$ cat config.mk
export PLATFORM = sky130hd
export DESIGN_NAME = scaled_glyph_row_blitter_core
export DESIGN_NICKNAME = d
export VERILOG_FILES = /design/src/rtl/sgrb_pkg.sv /design/src/rtl/sgrb_prep.sv /design/src/rtl/sgrb_seq.sv /design/src/rtl/scaled_glyph_row_blitter_core.sv
export VERILOG_INCLUDE_DIRS = /design/src /design/src/rtl
export SDC_FILE = /design/constraint.sdc
export NUM_CORES = 2
export LEC_CHECK = 0
export ABC_AREA = 1
export BUFFER_PORTS_ARGS = -buffer_cell sky130_fd_sc_hd__buf_2
export CORE_UTILIZATION = 30
export DETAILED_ROUTE_END_ITERATION = 6
export HOLD_SLACK_MARGIN = 0.03
export RECOVER_POWER = 25
export SYNTH_ARGS = -nofsm -noshare
export SYNTH_HDL_FRONTEND = slang
export SYNTH_SLANG_ARGS = --single-unit
$ cat constraint.sdc
create_clock -name clk -period 44.2 [get_ports clk]
set_input_delay 2.21 -clock clk [delete_from_list [all_inputs] [get_ports clk]]
set_output_delay 2.21 -clock clk [all_outputs]
set_load 0.03 [all_outputs]
$ cat src/rtl/assert_macros.svh
// Assertion helpers for the RTL; sgrb_seq.sv is the file that includes them.
`ifndef ASSERT_MACROS_SVH
`define ASSERT_MACROS_SVH

// Property checked on every rising edge, off while reset is asserted.
`define ASSERT_CLK(label, clk, rst_n, prop, msg) \
  label: assert property (@(posedge clk) disable iff (!rst_n) (prop)) else $error(msg);

// Condition that must never be seen at a rising edge outside reset.
`define ASSERT_NEVER(label, clk, rst_n, cond, msg) \
  `ASSERT_CLK(label, clk, rst_n, !(cond), msg)

`endif

$ cat src/rtl/sgrb_pkg.sv
`timescale 1ns / 1ps
`default_nettype none

package sgrb_pkg;

  localparam int GLYPH_SIDE = 8;
  localparam int SCALE      = 2;
  localparam int XVIS_N     = GLYPH_SIDE * SCALE;
  localparam int CAND_N     = GLYPH_SIDE * SCALE * SCALE;
  localparam int CAND_W     = $clog2(CAND_N);
  localparam int COL_W      = $clog2(GLYPH_SIDE);
  localparam int ROW_W      = $clog2(GLYPH_SIDE);
  localparam int ADDR_W     = 48;
  localparam int COLOR_W    = 32;
  localparam int SCREEN_W   = 16;
  localparam int PITCH_W    = 20;
  localparam int BPP_SHIFT  = 2;
  localparam int CFG_IDX_W  = 3;
  localparam int CFG_DATA_W = 48;

  typedef enum logic [CFG_IDX_W-1:0] {
    REG_DISPLAY_READY = 3'd0,
    REG_SCREEN_WIDTH  = 3'd1,
    REG_SCREEN_HEIGHT = 3'd2,
    REG_ROW_PITCH     = 3'd3,
    REG_BASE_ADDRESS  = 3'd4
  } cfg_reg_t;

  typedef struct packed {
    logic                display_ready;
    logic [SCREEN_W-1:0] screen_width;
    logic [SCREEN_W-1:0] screen_height;
    logic [PITCH_W-1:0]  row_pitch;
    logic [ADDR_W-1:0]   base_address;
  } cfg_t;

  // One glyph row, ready for the write sequencer.
  typedef struct packed {
    logic [CAND_N-1:0]     mask;      // visible candidate pixels
    logic [CAND_W-1:0]     last_idx;  // highest visible candidate
    logic [ADDR_W-1:0]     addr0;     // address of (pen_x, y0)
    logic [ADDR_W-1:0]     addr1;     // address of (pen_x, y0 + 1)
    logic [GLYPH_SIDE-1:0] bits;
    logic [COLOR_W-1:0]    fg;
    logic [COLOR_W-1:0]    bg;
  } item_t;

endpackage

`default_nettype wire

$ cat src/rtl/sgrb_prep.sv
`timescale 1ns / 1ps
`default_nettype none

module sgrb_prep import sgrb_pkg::*; #(
  parameter int COORD_BITS = 16
) (
  input  logic                  clk,
  input  logic                  rst_n,
  input  logic                  in_valid,
  output logic                  in_ready,
  input  logic [GLYPH_SIDE-1:0] in_bits,
  input  logic [ROW_W-1:0]      in_row,
  input  logic [COORD_BITS-1:0] in_px,
  input  logic [COORD_BITS-1:0] in_py,
  input  logic [COLOR_W-1:0]    in_fg,
  input  logic [COLOR_W-1:0]    in_bg,
  input  cfg_t                  cfg,
  output logic                  item_valid,
  output item_t                 item,
  input  logic                  item_ready
);

  localparam int XW     = COORD_BITS + 1;
  localparam int CW     = (XW > SCREEN_W) ? XW : SCREEN_W;
  localparam int PROD_W = XW + PITCH_W;
  localparam int PX4_W  = COORD_BITS + BPP_SHIFT;
  localparam int QW     = ((PX4_W > PITCH_W) ? PX4_W : PITCH_W) + 1;

  logic free1, free2, free3, free4, free5;

  // stage 1: captured transaction
  logic                  v1_r;
  logic [COORD_BITS-1:0] px1_r, py1_r;
  logic [ROW_W-1:0]      row1_r;
  logic [GLYPH_SIDE-1:0] bits1_r;
  logic [COLOR_W-1:0]    fg1_r, bg1_r;

  // stage 2: cell line and column clipping
  logic                  v2_r;
  logic [XW-1:0]         y0_2_r, y0_2_nxt;
  logic [XVIS_N-1:0]     xvis2_r, xvis2_nxt;
  logic [COORD_BITS-1:0] px2_r;
  logic [GLYPH_SIDE-1:0] bits2_r;
  logic [COLOR_W-1:0]    fg2_r, bg2_r;

  // stage 3: line offset product and candidate mask
  logic                  v3_r;
  logic [PROD_W-1:0]     yp3_r;
  logic [CAND_N-1:0]     mask3_r, mask3_nxt;
  logic [COORD_BITS-1:0] px3_r;
  logic [GLYPH_SIDE-1:0] bits3_r;
  logic [COLOR_W-1:0]    fg3_r, bg3_r;
  logic                  ylo_ok, yhi_ok;

  // stage 4: row base, last visible index
  logic                  v4_r;
  logic [ADDR_W-1:0]     s4_r;
  logic [PX4_W-1:0]      px4_r;
  logic [QW-1:0]         q4_r;
  logic [CAND_N-1:0]     mask4_r;
  logic [CAND_W-1:0]     last4_r, last4_nxt;
  logic                  any4_r;
  logic [GLYPH_SIDE-1:0] bits4_r;
  logic [COLOR_W-1:0]    fg4_r, bg4_r;

  // stage 5: final addresses
  logic                  v5_r;
  item_t                 item5_r;

  assign free5    = !v5_r || item_ready;
  assign free4    = !v4_r || free5;
  assign free3    = !v3_r || free4;
  assign free2    = !v2_r || free3;
  assign free1    = !v1_r || free2;
  assign in_ready = free1;

  assign item_valid = v5_r;
  assign item       = item5_r;

  always_comb begin
    y0_2_nxt = XW'(py1_r) + XW'({row1_r, 1'b0});
    for (int j = 0; j < XVIS_N; j++) begin
      xvis2_nxt[j] = CW'(XW'(px1_r) + XW'(j)) < CW'(cfg.screen_width);
    end
  end

  assign ylo_ok = CW'(y0_2_r) < CW'(cfg.screen_height);
  assign yhi_ok = CW'(y0_2_r + XW'(1)) < CW'(cfg.screen_height);

  // candidate k: column k/4, bit 0 picks x+1, bit 1 picks y+1
  always_comb begin
    for (int k = 0; k < CAND_N; k++) begin
      mask3_nxt[k] = cfg.display_ready
                     && xvis2_r[((k >> 2) << 1) + (k & 1)]
                     && (((k & 2) != 0) ? yhi_ok : ylo_ok);
    end
  end

  always_comb begin
    last4_nxt = '0;
    for (int k = 0; k < CAND_N; k++) begin
      if (mask3_r[k]) begin
        last4_nxt = CAND_W'(k);
      end
    end
  end

  always_ff @(posedge clk) begin
    if (!rst_n) begin
      v1_r <= 1'b0;
      v2_r <= 1'b0;
      v3_r <= 1'b0;
      v4_r <= 1'b0;
      v5_r <= 1'b0;
    end else begin
      if (free1) v1_r <= in_valid;
      if (free2) v2_r <= v1_r;
      if (free3) v3_r <= v2_r;
      if (free4) v4_r <= v3_r;
      // rows with nothing visible end here
      if (free5) v5_r <= v4_r && any4_r;
    end
  end

  always_ff @(posedge clk) begin
    if (free1) begin
      px1_r   <= in_px;
      py1_r   <= in_py;
      row1_r  <= in_row;
      bits1_r <= in_bits;
      fg1_r   <= in_fg;
      bg1_r   <= in_bg;
    end
    if (free2) begin
      y0_2_r  <= y0_2_nxt;
      xvis2_r <= xvis2_nxt;
      px2_r   <= px1_r;
      bits2_r <= bits1_r;
      fg2_r   <= fg1_r;
      bg2_r   <= bg1_r;
    end
    if (free3) begin
      yp3_r   <= PROD_W'(y0_2_r) * PROD_W'(cfg.row_pitch);
      mask3_r <= mask3_nxt;
      px3_r   <= px2_r;
      bits3_r <= bits2_r;
      fg3_r   <= fg2_r;
      bg3_r   <= bg2_r;
    end
    if (free4) begin
      s4_r    <= cfg.base_address + ADDR_W'(yp3_r);
      px4_r   <= {px3_r, {BPP_SHIFT{1'b0}}};
      q4_r    <= QW'({px3_r, {BPP_SHIFT{1'b0}}}) + QW'(cfg.row_pitch);
      mask4_r <= mask3_r;
      last4_r <= last4_nxt;
      any4_r  <= |mask3_r;
      bits4_r <= bits3_r;
      fg4_r   <= fg3_r;
      bg4_r   <= bg3_r;
    end
    if (free5) begin
      item5_r.mask     <= mask4_r;
      item5_r.last_idx <= last4_r;
      item5_r.addr0    <= s4_r + ADDR_W'(px4_r);
      item5_r.addr1    <= s4_r + ADDR_W'(q4_r);
      item5_r.bits     <= bits4_r;
      item5_r.fg       <= fg4_r;
      item5_r.bg       <= bg4_r;
    end
  end

endmodule

`default_nettype wire

$ cat src/rtl/sgrb_seq.sv
`timescale 1ns / 1ps
`default_nettype none
`include "assert_macros.svh"

module sgrb_seq import sgrb_pkg::*; (
  input  logic               clk,
  input  logic               rst_n,
  input  logic               item_valid,
  input  item_t              item,
  output logic               item_ready,
  output logic               out_strobe,
  output logic [ADDR_W-1:0]  out_pixel_address,
  output logic [COLOR_W-1:0] out_pixel_color,
  output logic               out_last_write
);

  item_t               item_r;
  logic                active_r;
  logic [CAND_W-1:0]   cnt_r;
  logic                out_valid_r, out_valid_nxt;
  logic                out_last_r, out_last_nxt;
  logic [ADDR_W-1:0]   addr_r, addr_nxt;
  logic [COLOR_W-1:0]  color_r, color_nxt;
  logic                done, take;
  logic [COL_W-1:0]    col;
  logic [COL_W+2:0]    offs;

  assign done       = cnt_r == item_r.last_idx;
  assign item_ready = !active_r || done;
  assign take       = item_valid && item_ready;

  assign col  = cnt_r[CAND_W-1:2];
  // byte offset of column pixel 2*col + dx
  assign offs = {col, cnt_r[0], {BPP_SHIFT{1'b0}}};

  assign out_valid_nxt = active_r && item_r.mask[cnt_r];
  assign out_last_nxt  = active_r && done && item_r.mask[cnt_r];
  assign addr_nxt      = (cnt_r[1] ? item_r.addr1 : item_r.addr0) + ADDR_W'(offs);
  assign color_nxt     = item_r.bits[COL_W'(GLYPH_SIDE - 1) - col] ? item_r.fg : item_r.bg;

  always_ff @(posedge clk) begin
    if (!rst_n) begin
      active_r    <= 1'b0;
      out_valid_r <= 1'b0;
      out_last_r  <= 1'b0;
    end else begin
      out_valid_r <= out_valid_nxt;
      out_last_r  <= out_last_nxt;
      if (take) begin
        active_r <= 1'b1;
      end else if (done) begin
        active_r <= 1'b0;
      end
    end
  end

  always_ff @(posedge clk) begin
    addr_r  <= addr_nxt;
    color_r <= color_nxt;
    if (take) begin
      item_r <= item;
      cnt_r  <= '0;
    end else if (active_r) begin
      cnt_r <= cnt_r + CAND_W'(1);
    end
  end

  assign out_strobe        = out_valid_r;
  assign out_pixel_address = addr_r;
  assign out_pixel_color   = color_r;
  assign out_last_write    = out_last_r;

  `ASSERT_CLK(a_cnt_bounded, clk, rst_n, active_r |-> (cnt_r <= item_r.last_idx), "candidate count ran past last visible pixel")
  `ASSERT_NEVER(a_last_no_strobe, clk, rst_n, out_last_r && !out_valid_r, "last_write without strobe")
  `ASSERT_CLK(a_end_restarts, clk, rst_n, (active_r && done) |=> (!active_r || cnt_r == '0), "row end did not restart the sequencer")
  `ASSERT_CLK(a_strobe_from_row, clk, rst_n, out_valid_r |-> $past(active_r), "strobe without an active row")

endmodule

`default_nettype wire

$ cat src/rtl/scaled_glyph_row_blitter_core.sv
`timescale 1ns / 1ps
`default_nettype none

// Glyph row blitter: expands one 8-bit font row into 2x2 pixel blocks.
// Input: pulse start with the row fields; the transaction is taken on an edge
// where start is high and busy is low. busy only rises when the 5-stage
// front pipeline is full and the write sequencer is still emitting.
// Output: one pixel write per out_strobe cycle (address, color); out_last_write
// marks the final write of a row. The receiver cannot stall; writes come
// whenever they are ready. Rows with no visible pixel produce nothing.
// Path: an accepted row passes the five prep stages, is taken by the sequencer,
// and each candidate's write is registered onto the outputs. Throughput: the
// sequencer walks candidates 0..last visible (last_idx at most 31), one per
// cycle, and takes the next row as it finishes one; the single write port sets
// that rate. Rows with nothing visible cost no sequencer time.
// Config: cfg_write_en/cfg_index/cfg_data write a register at the edge; change
// registers only while idle. Unknown indexes are ignored.
// Reset (rst_n low, synchronous): all registers zero, so nothing is emitted
// until display_ready is set; the pipeline is emptied.

module scaled_glyph_row_blitter_core import sgrb_pkg::*; #(
  parameter int COORD_BITS = 16
) (
  input  logic                  clk,
  input  logic                  rst_n,
  input  logic                  start,
  output logic                  busy,
  input  logic [GLYPH_SIDE-1:0] in_glyph_bits,
  input  logic [ROW_W-1:0]      in_glyph_row,
  input  logic [COORD_BITS-1:0] in_pen_x,
  input  logic [COORD_BITS-1:0] in_pen_y,
  input  logic [COLOR_W-1:0]    in_foreground_color,
  input  logic [COLOR_W-1:0]    in_background_color,
  input  logic                  cfg_write_en,
  input  logic [CFG_IDX_W-1:0]  cfg_index,
  input  logic [CFG_DATA_W-1:0] cfg_data,
  output logic                  out_strobe,
  output logic [ADDR_W-1:0]     out_pixel_address,
  output logic [COLOR_W-1:0]    out_pixel_color,
  output logic                  out_last_write
);

  cfg_t  cfg_r;
  logic  prep_ready;
  logic  item_valid, item_ready;
  item_t item;

  always_ff @(posedge clk) begin
    if (!rst_n) begin
      cfg_r <= '0;
    end else if (cfg_write_en) begin
      case (cfg_index)
        REG_DISPLAY_READY: cfg_r.display_ready <= cfg_data[0];
        REG_SCREEN_WIDTH:  cfg_r.screen_width  <= cfg_data[SCREEN_W-1:0];
        REG_SCREEN_HEIGHT: cfg_r.screen_height <= cfg_data[SCREEN_W-1:0];
        REG_ROW_PITCH:     cfg_r.row_pitch     <= cfg_data[PITCH_W-1:0];
        REG_BASE_ADDRESS:  cfg_r.base_address  <= cfg_data[ADDR_W-1:0];
        default: ;
      endcase
    end
  end

  assign busy = !prep_ready;

  sgrb_prep #(
    .COORD_BITS (COORD_BITS)
  ) u_prep (
    .clk        (clk),
    .rst_n      (rst_n),
    .in_valid   (start && prep_ready),
    .in_ready   (prep_ready),
    .in_bits    (in_glyph_bits),
    .in_row     (in_glyph_row),
    .in_px      (in_pen_x),
    .in_py      (in_pen_y),
    .in_fg      (in_foreground_color),
    .in_bg      (in_background_color),
    .cfg        (cfg_r),
    .item_valid (item_valid),
    .item       (item),
    .item_ready (item_ready)
  );

  sgrb_seq u_seq (
    .clk               (clk),
    .rst_n             (rst_n),
    .item_valid        (item_valid),
    .item              (item),
    .item_ready        (item_ready),
    .out_strobe        (out_strobe),
    .out_pixel_address (out_pixel_address),
    .out_pixel_color   (out_pixel_color),
    .out_last_write    (out_last_write)
  );

endmodule

`default_nettype wire

==> results.json <==
{
  "status": "complete, but fails checks",
  "failed_checks": "DRC",
  "gp_congestion": 0.906,
  "die_y_um": 464,
  "synth-seq-area-share_pct": 52.5,
  "htreeDepth": 4,
  "grt_start_max_net_pins": 129,
  "worst_pin_slew_ps": 1150,
  "critical_path_required_ps": 41990,
  "crit_fanout": 86,
  "max_slew_margin_pct": 22.8,
  "cts_setup_buffers": 0,
  "cp-start-kind": "flip-flop",
  "synth_nets": 6704,
  "synth-edff-count": 990,
  "seq_power_share_pct": 46.2,
  "vdd_drop_max_uv": 52.7,
  "ys.flop_type": "edfxtp_1",
  "arrival_ps": 5740,
  "wl_per_cell_um": 17.9,
  "totalWireLength_mm": 161,
  "cp_cell_sequence": "buf_4 > inv_2 > o21ai_0 > nor4_1 > nor2_1 > inv_1 > nor2_1 > nand2_4 > nor2_1 > inv_6 > nor2_1 > inv_6 > nor2_1 > buf_4 > buf_2",
  "p_sw_mw": 0.850,
  "drc": 64,
  "synth_seq_cells": 1184,
  "final-seq-area_mm2": 0.0336,
  "drt_iter0_markers": 3117,
  "pwr-share-clk_pct": 35.9,
  "fp-row-count": 169,
  "r2r-start": "u_prep.y0_2_r[10]",
  "synth_cell_types": 63,
  "syn_inst": 5793,
  "dieArea_mm2": 0.215,
  "track_usage_pct": 14.9,
  "whs_ps": 361,
  "dr.max_layer_used": "met5",
  "grt_pass1_wl_mm": 246,
  "slew_violations": 0,
  "synthArstFlopShare_pct": 0,
  "slowest_delay_ps": 610,
  "cts_inserted_buffers": 132,
  "p_leak_nw": 31.7,
  "place_ws_ps": 36810,
  "grt_pass1_vias": 41599,
  "clock-root-buffer": "clkbuf_16",
  "clock_latency_ps": 770,
  "dr_wl_met2_mm": 73.8,
  "syn-cell-area_mm2": 0.0641,
  "coreArea_mm2": 0.212,
  "clk_path_buf_depth": 3,
  "skew_ps": 65.0,
  "timing.critical_path.slowest_stage_cell": "buf_4",
  "switching_share_pct": 28.5,
  "hpwl_mm": 120,
  "overflow": 0,
  "nets": 6986,
  "max_clock_freq_mhz": 126,
  "postRouteAntennaNets": 0,
  "wl_met1_mm": 74.7,
  "wl_met3_mm": 9.24,
  "via_per_inst": 4.53,
  "comb_power_share_pct": 17.9,
  "io_pins": 245,
  "die_w_um": 464,
  "placed_cells": 8762,
  "p_int_mw": 2.13,
  "endpoint_kind": "primary output",
  "crit_type": "flip-flop to primary output",
  "postCtsResizedCells": 0,
  "drt_pass1_iterations": 7,
  "min-delay-start": "u_prep.px2_r[10]",
  "period_share_pct": 18.0,
  "ctsHoldBuffers": 0,
  "grt_antenna_before_repair": 33,
  "min_period_ps": 7950,
  "ff2ff_setup_slack_ps": 37340,
  "worstRegToRegCells": 24,
  "finalSetupViolCount": 0,
  "max_cap_viol_count": 0,
  "r2r-end": "u_prep.yp3_r[34]",
  "stdcell_count": 9006,
  "min_to": "u_prep.px3_r[10]",
  "hold_viol": 0,
  "num-fill-cells": 20883,
  "vias": 40812,
  "p_per_area_mw_per_mm2": 40.8,
  "path_clk_slew_ps": 60,
  "cts_tree": "done",
  "crit_path_frequent_cell": "nor2_1",
  "io_buffers": 244,
  "avgSynthCellArea_um2": 11.1,
  "multi_input_area_mm2": 0.0263,
  "drive_above_1_share_pct": 9.72,
  "rsz0062_at_grt": "false",
  "yosysWarnings": 0,
  "initial_core_util_pct": 30.2,
  "area_growth_pct": 14.0,
  "worst_hold_path.num_cells": 0,
  "hp-class": "flip-flop to flip-flop",
  "setup_ws_ps": 36250,
  "finalSetupTns_ps": 0,
  "cts_sinks": 1184
}
[worst max-delay path by stage]
stage	endpoint	depth (start not counted)	from	slack, ps
4_1_cts	busy	15	u_seq.cnt_r[1]	35970
3_3_place_gp	busy	15	u_seq.cnt_r[1]	36710
2_1_floorplan	u_prep.bg1_r[0]	15	u_seq.cnt_r[0]	29200
5_1_grt	busy	15	u_seq.cnt_r[1]	35570
3_5_place_dp	busy	15	u_seq.cnt_r[1]	36810
6_report	busy	15	u_seq.cnt_r[1]	36250
[logic make-up (layout without fill, tap and decap cells)]
group	after synthesis	in the layout	share of synthesized area, %
AND/OR/NAND/NOR	1543	1543	9.96
flip-flops	1184	1184	52.5
buffers and inverters	1090	1480	6.45
adder cells (fa/ha/maj)	749	749	17.9
AO/OA/AOI/OAI	745	745	6.50
XOR/XNOR	426	426	5.82
multiplexers	56	56	0.940
other	0	2	0
[Yosys cell counts (13+ instances only)]
master	n	area (µm²)
edfxtp_1	990	29700
inv_1	922	3460
nand2_1	832	3120
ha_1	474	5930
nor2_1	439	1650
xor2_1	343	3000
a21oi_1	341	1710
fa_1	275	5510
o21ai_0	229	1150
dfxtp_1	194	3880
clkbuf_1	129	484
nor3_1	83	415
xnor2_1	83	727
nand3_1	72	360
nand4_1	41	257
mux2_2	33	372
a211oi_1	25	188
mux2i_1	23	230
nor4_1	19	119
a31oi_1	18	113
or2_2	18	113
o21a_1	15	113
o21ai_1	15	75.1
o221ai_1	15	131
o21bai_1	14	105
a21o_1	13	97.6
[per-stage QoR]
stage	power, mW	utilization (%)	cell area (µm²)
detailed placement	1.93	32.4	68700
global route	3.13	34.4	73000
CTS	3.02	34.4	73000
global placement	1.92	32.4	68700
floorplan	1.76	-	64100
finish	2.98	34.4	73000
[power groups by stage]
stage | Sequential [mW] | Combinational [mW] | Clock, mW
after global placement | 1.40 | 0.526 | 0
after floorplan | 1.40 | 0.353 | 0
final | 1.38 | 0.533 | 1.07
after CTS | 1.38 | 0.537 | 1.10
after global routing | 1.39 | 0.600 | 1.15
after detailed placement | 1.40 | 0.534 | 0
[area by class of cell]
type	instances	share of cell area, %
clock inverter	64	0.910
sequential	1184	46.0
multi-input combinational	3519	36.1
antenna	2	0.00686
inverter	939	4.86
tap	2821	4.84
timing repair buffer	299	2.24
clock buffer	178	5.01
[state kept, by name, indices dropped and copies added, names as in the netlist, 37 cells and up]
register and count:
u_prep.s4_r 48, u_prep.item 205, u_seq.out_pixel_address 48, u_seq.item_r 205, cfg_r 101, u_prep.yp3_r 37
[critical path, delay by kind of cell (launching register included)]
family / cells / cell delay, ps
flops: 1 / 310
simple gates: 7 / 2220
buf+inv: 7 / 2100
compound gates: 1 / 290
[placed cells by master, fill, tap and decap left out, types with 15 or more instances in the layout]
cell / n
a31oi_1: 18
o221ai_1: 15
fa_1: 275
nor2_1: 438
xnor2_1: 83
nand4_1: 41
dfxtp_1: 193
edfxtp_1: 990
a21oi_1: 341
clkinv_1: 25
mux2_2: 33
or2_2: 18
buf_4: 56
clkbuf_16: 136
o21ai_0: 229
mux2i_1: 23
inv_1: 918
clkbuf_1: 32
a211oi_1: 25
o21a_1: 15
xor2_1: 343
nor4_1: 19
ha_1: 474
nand3_1: 71
nand2_1: 831
nor3_1: 83
buf_2: 243
[per-layer routing]
metal | vias up | track usage (%)
li1 | 19795 | -
met4 | 16 | 3.97
met3 | 253 | 2.29
met5 | - | 0
met1 | 19701 | 20.7
met2 | 1047 | 24.0
(Power assumes the default switching activity.)
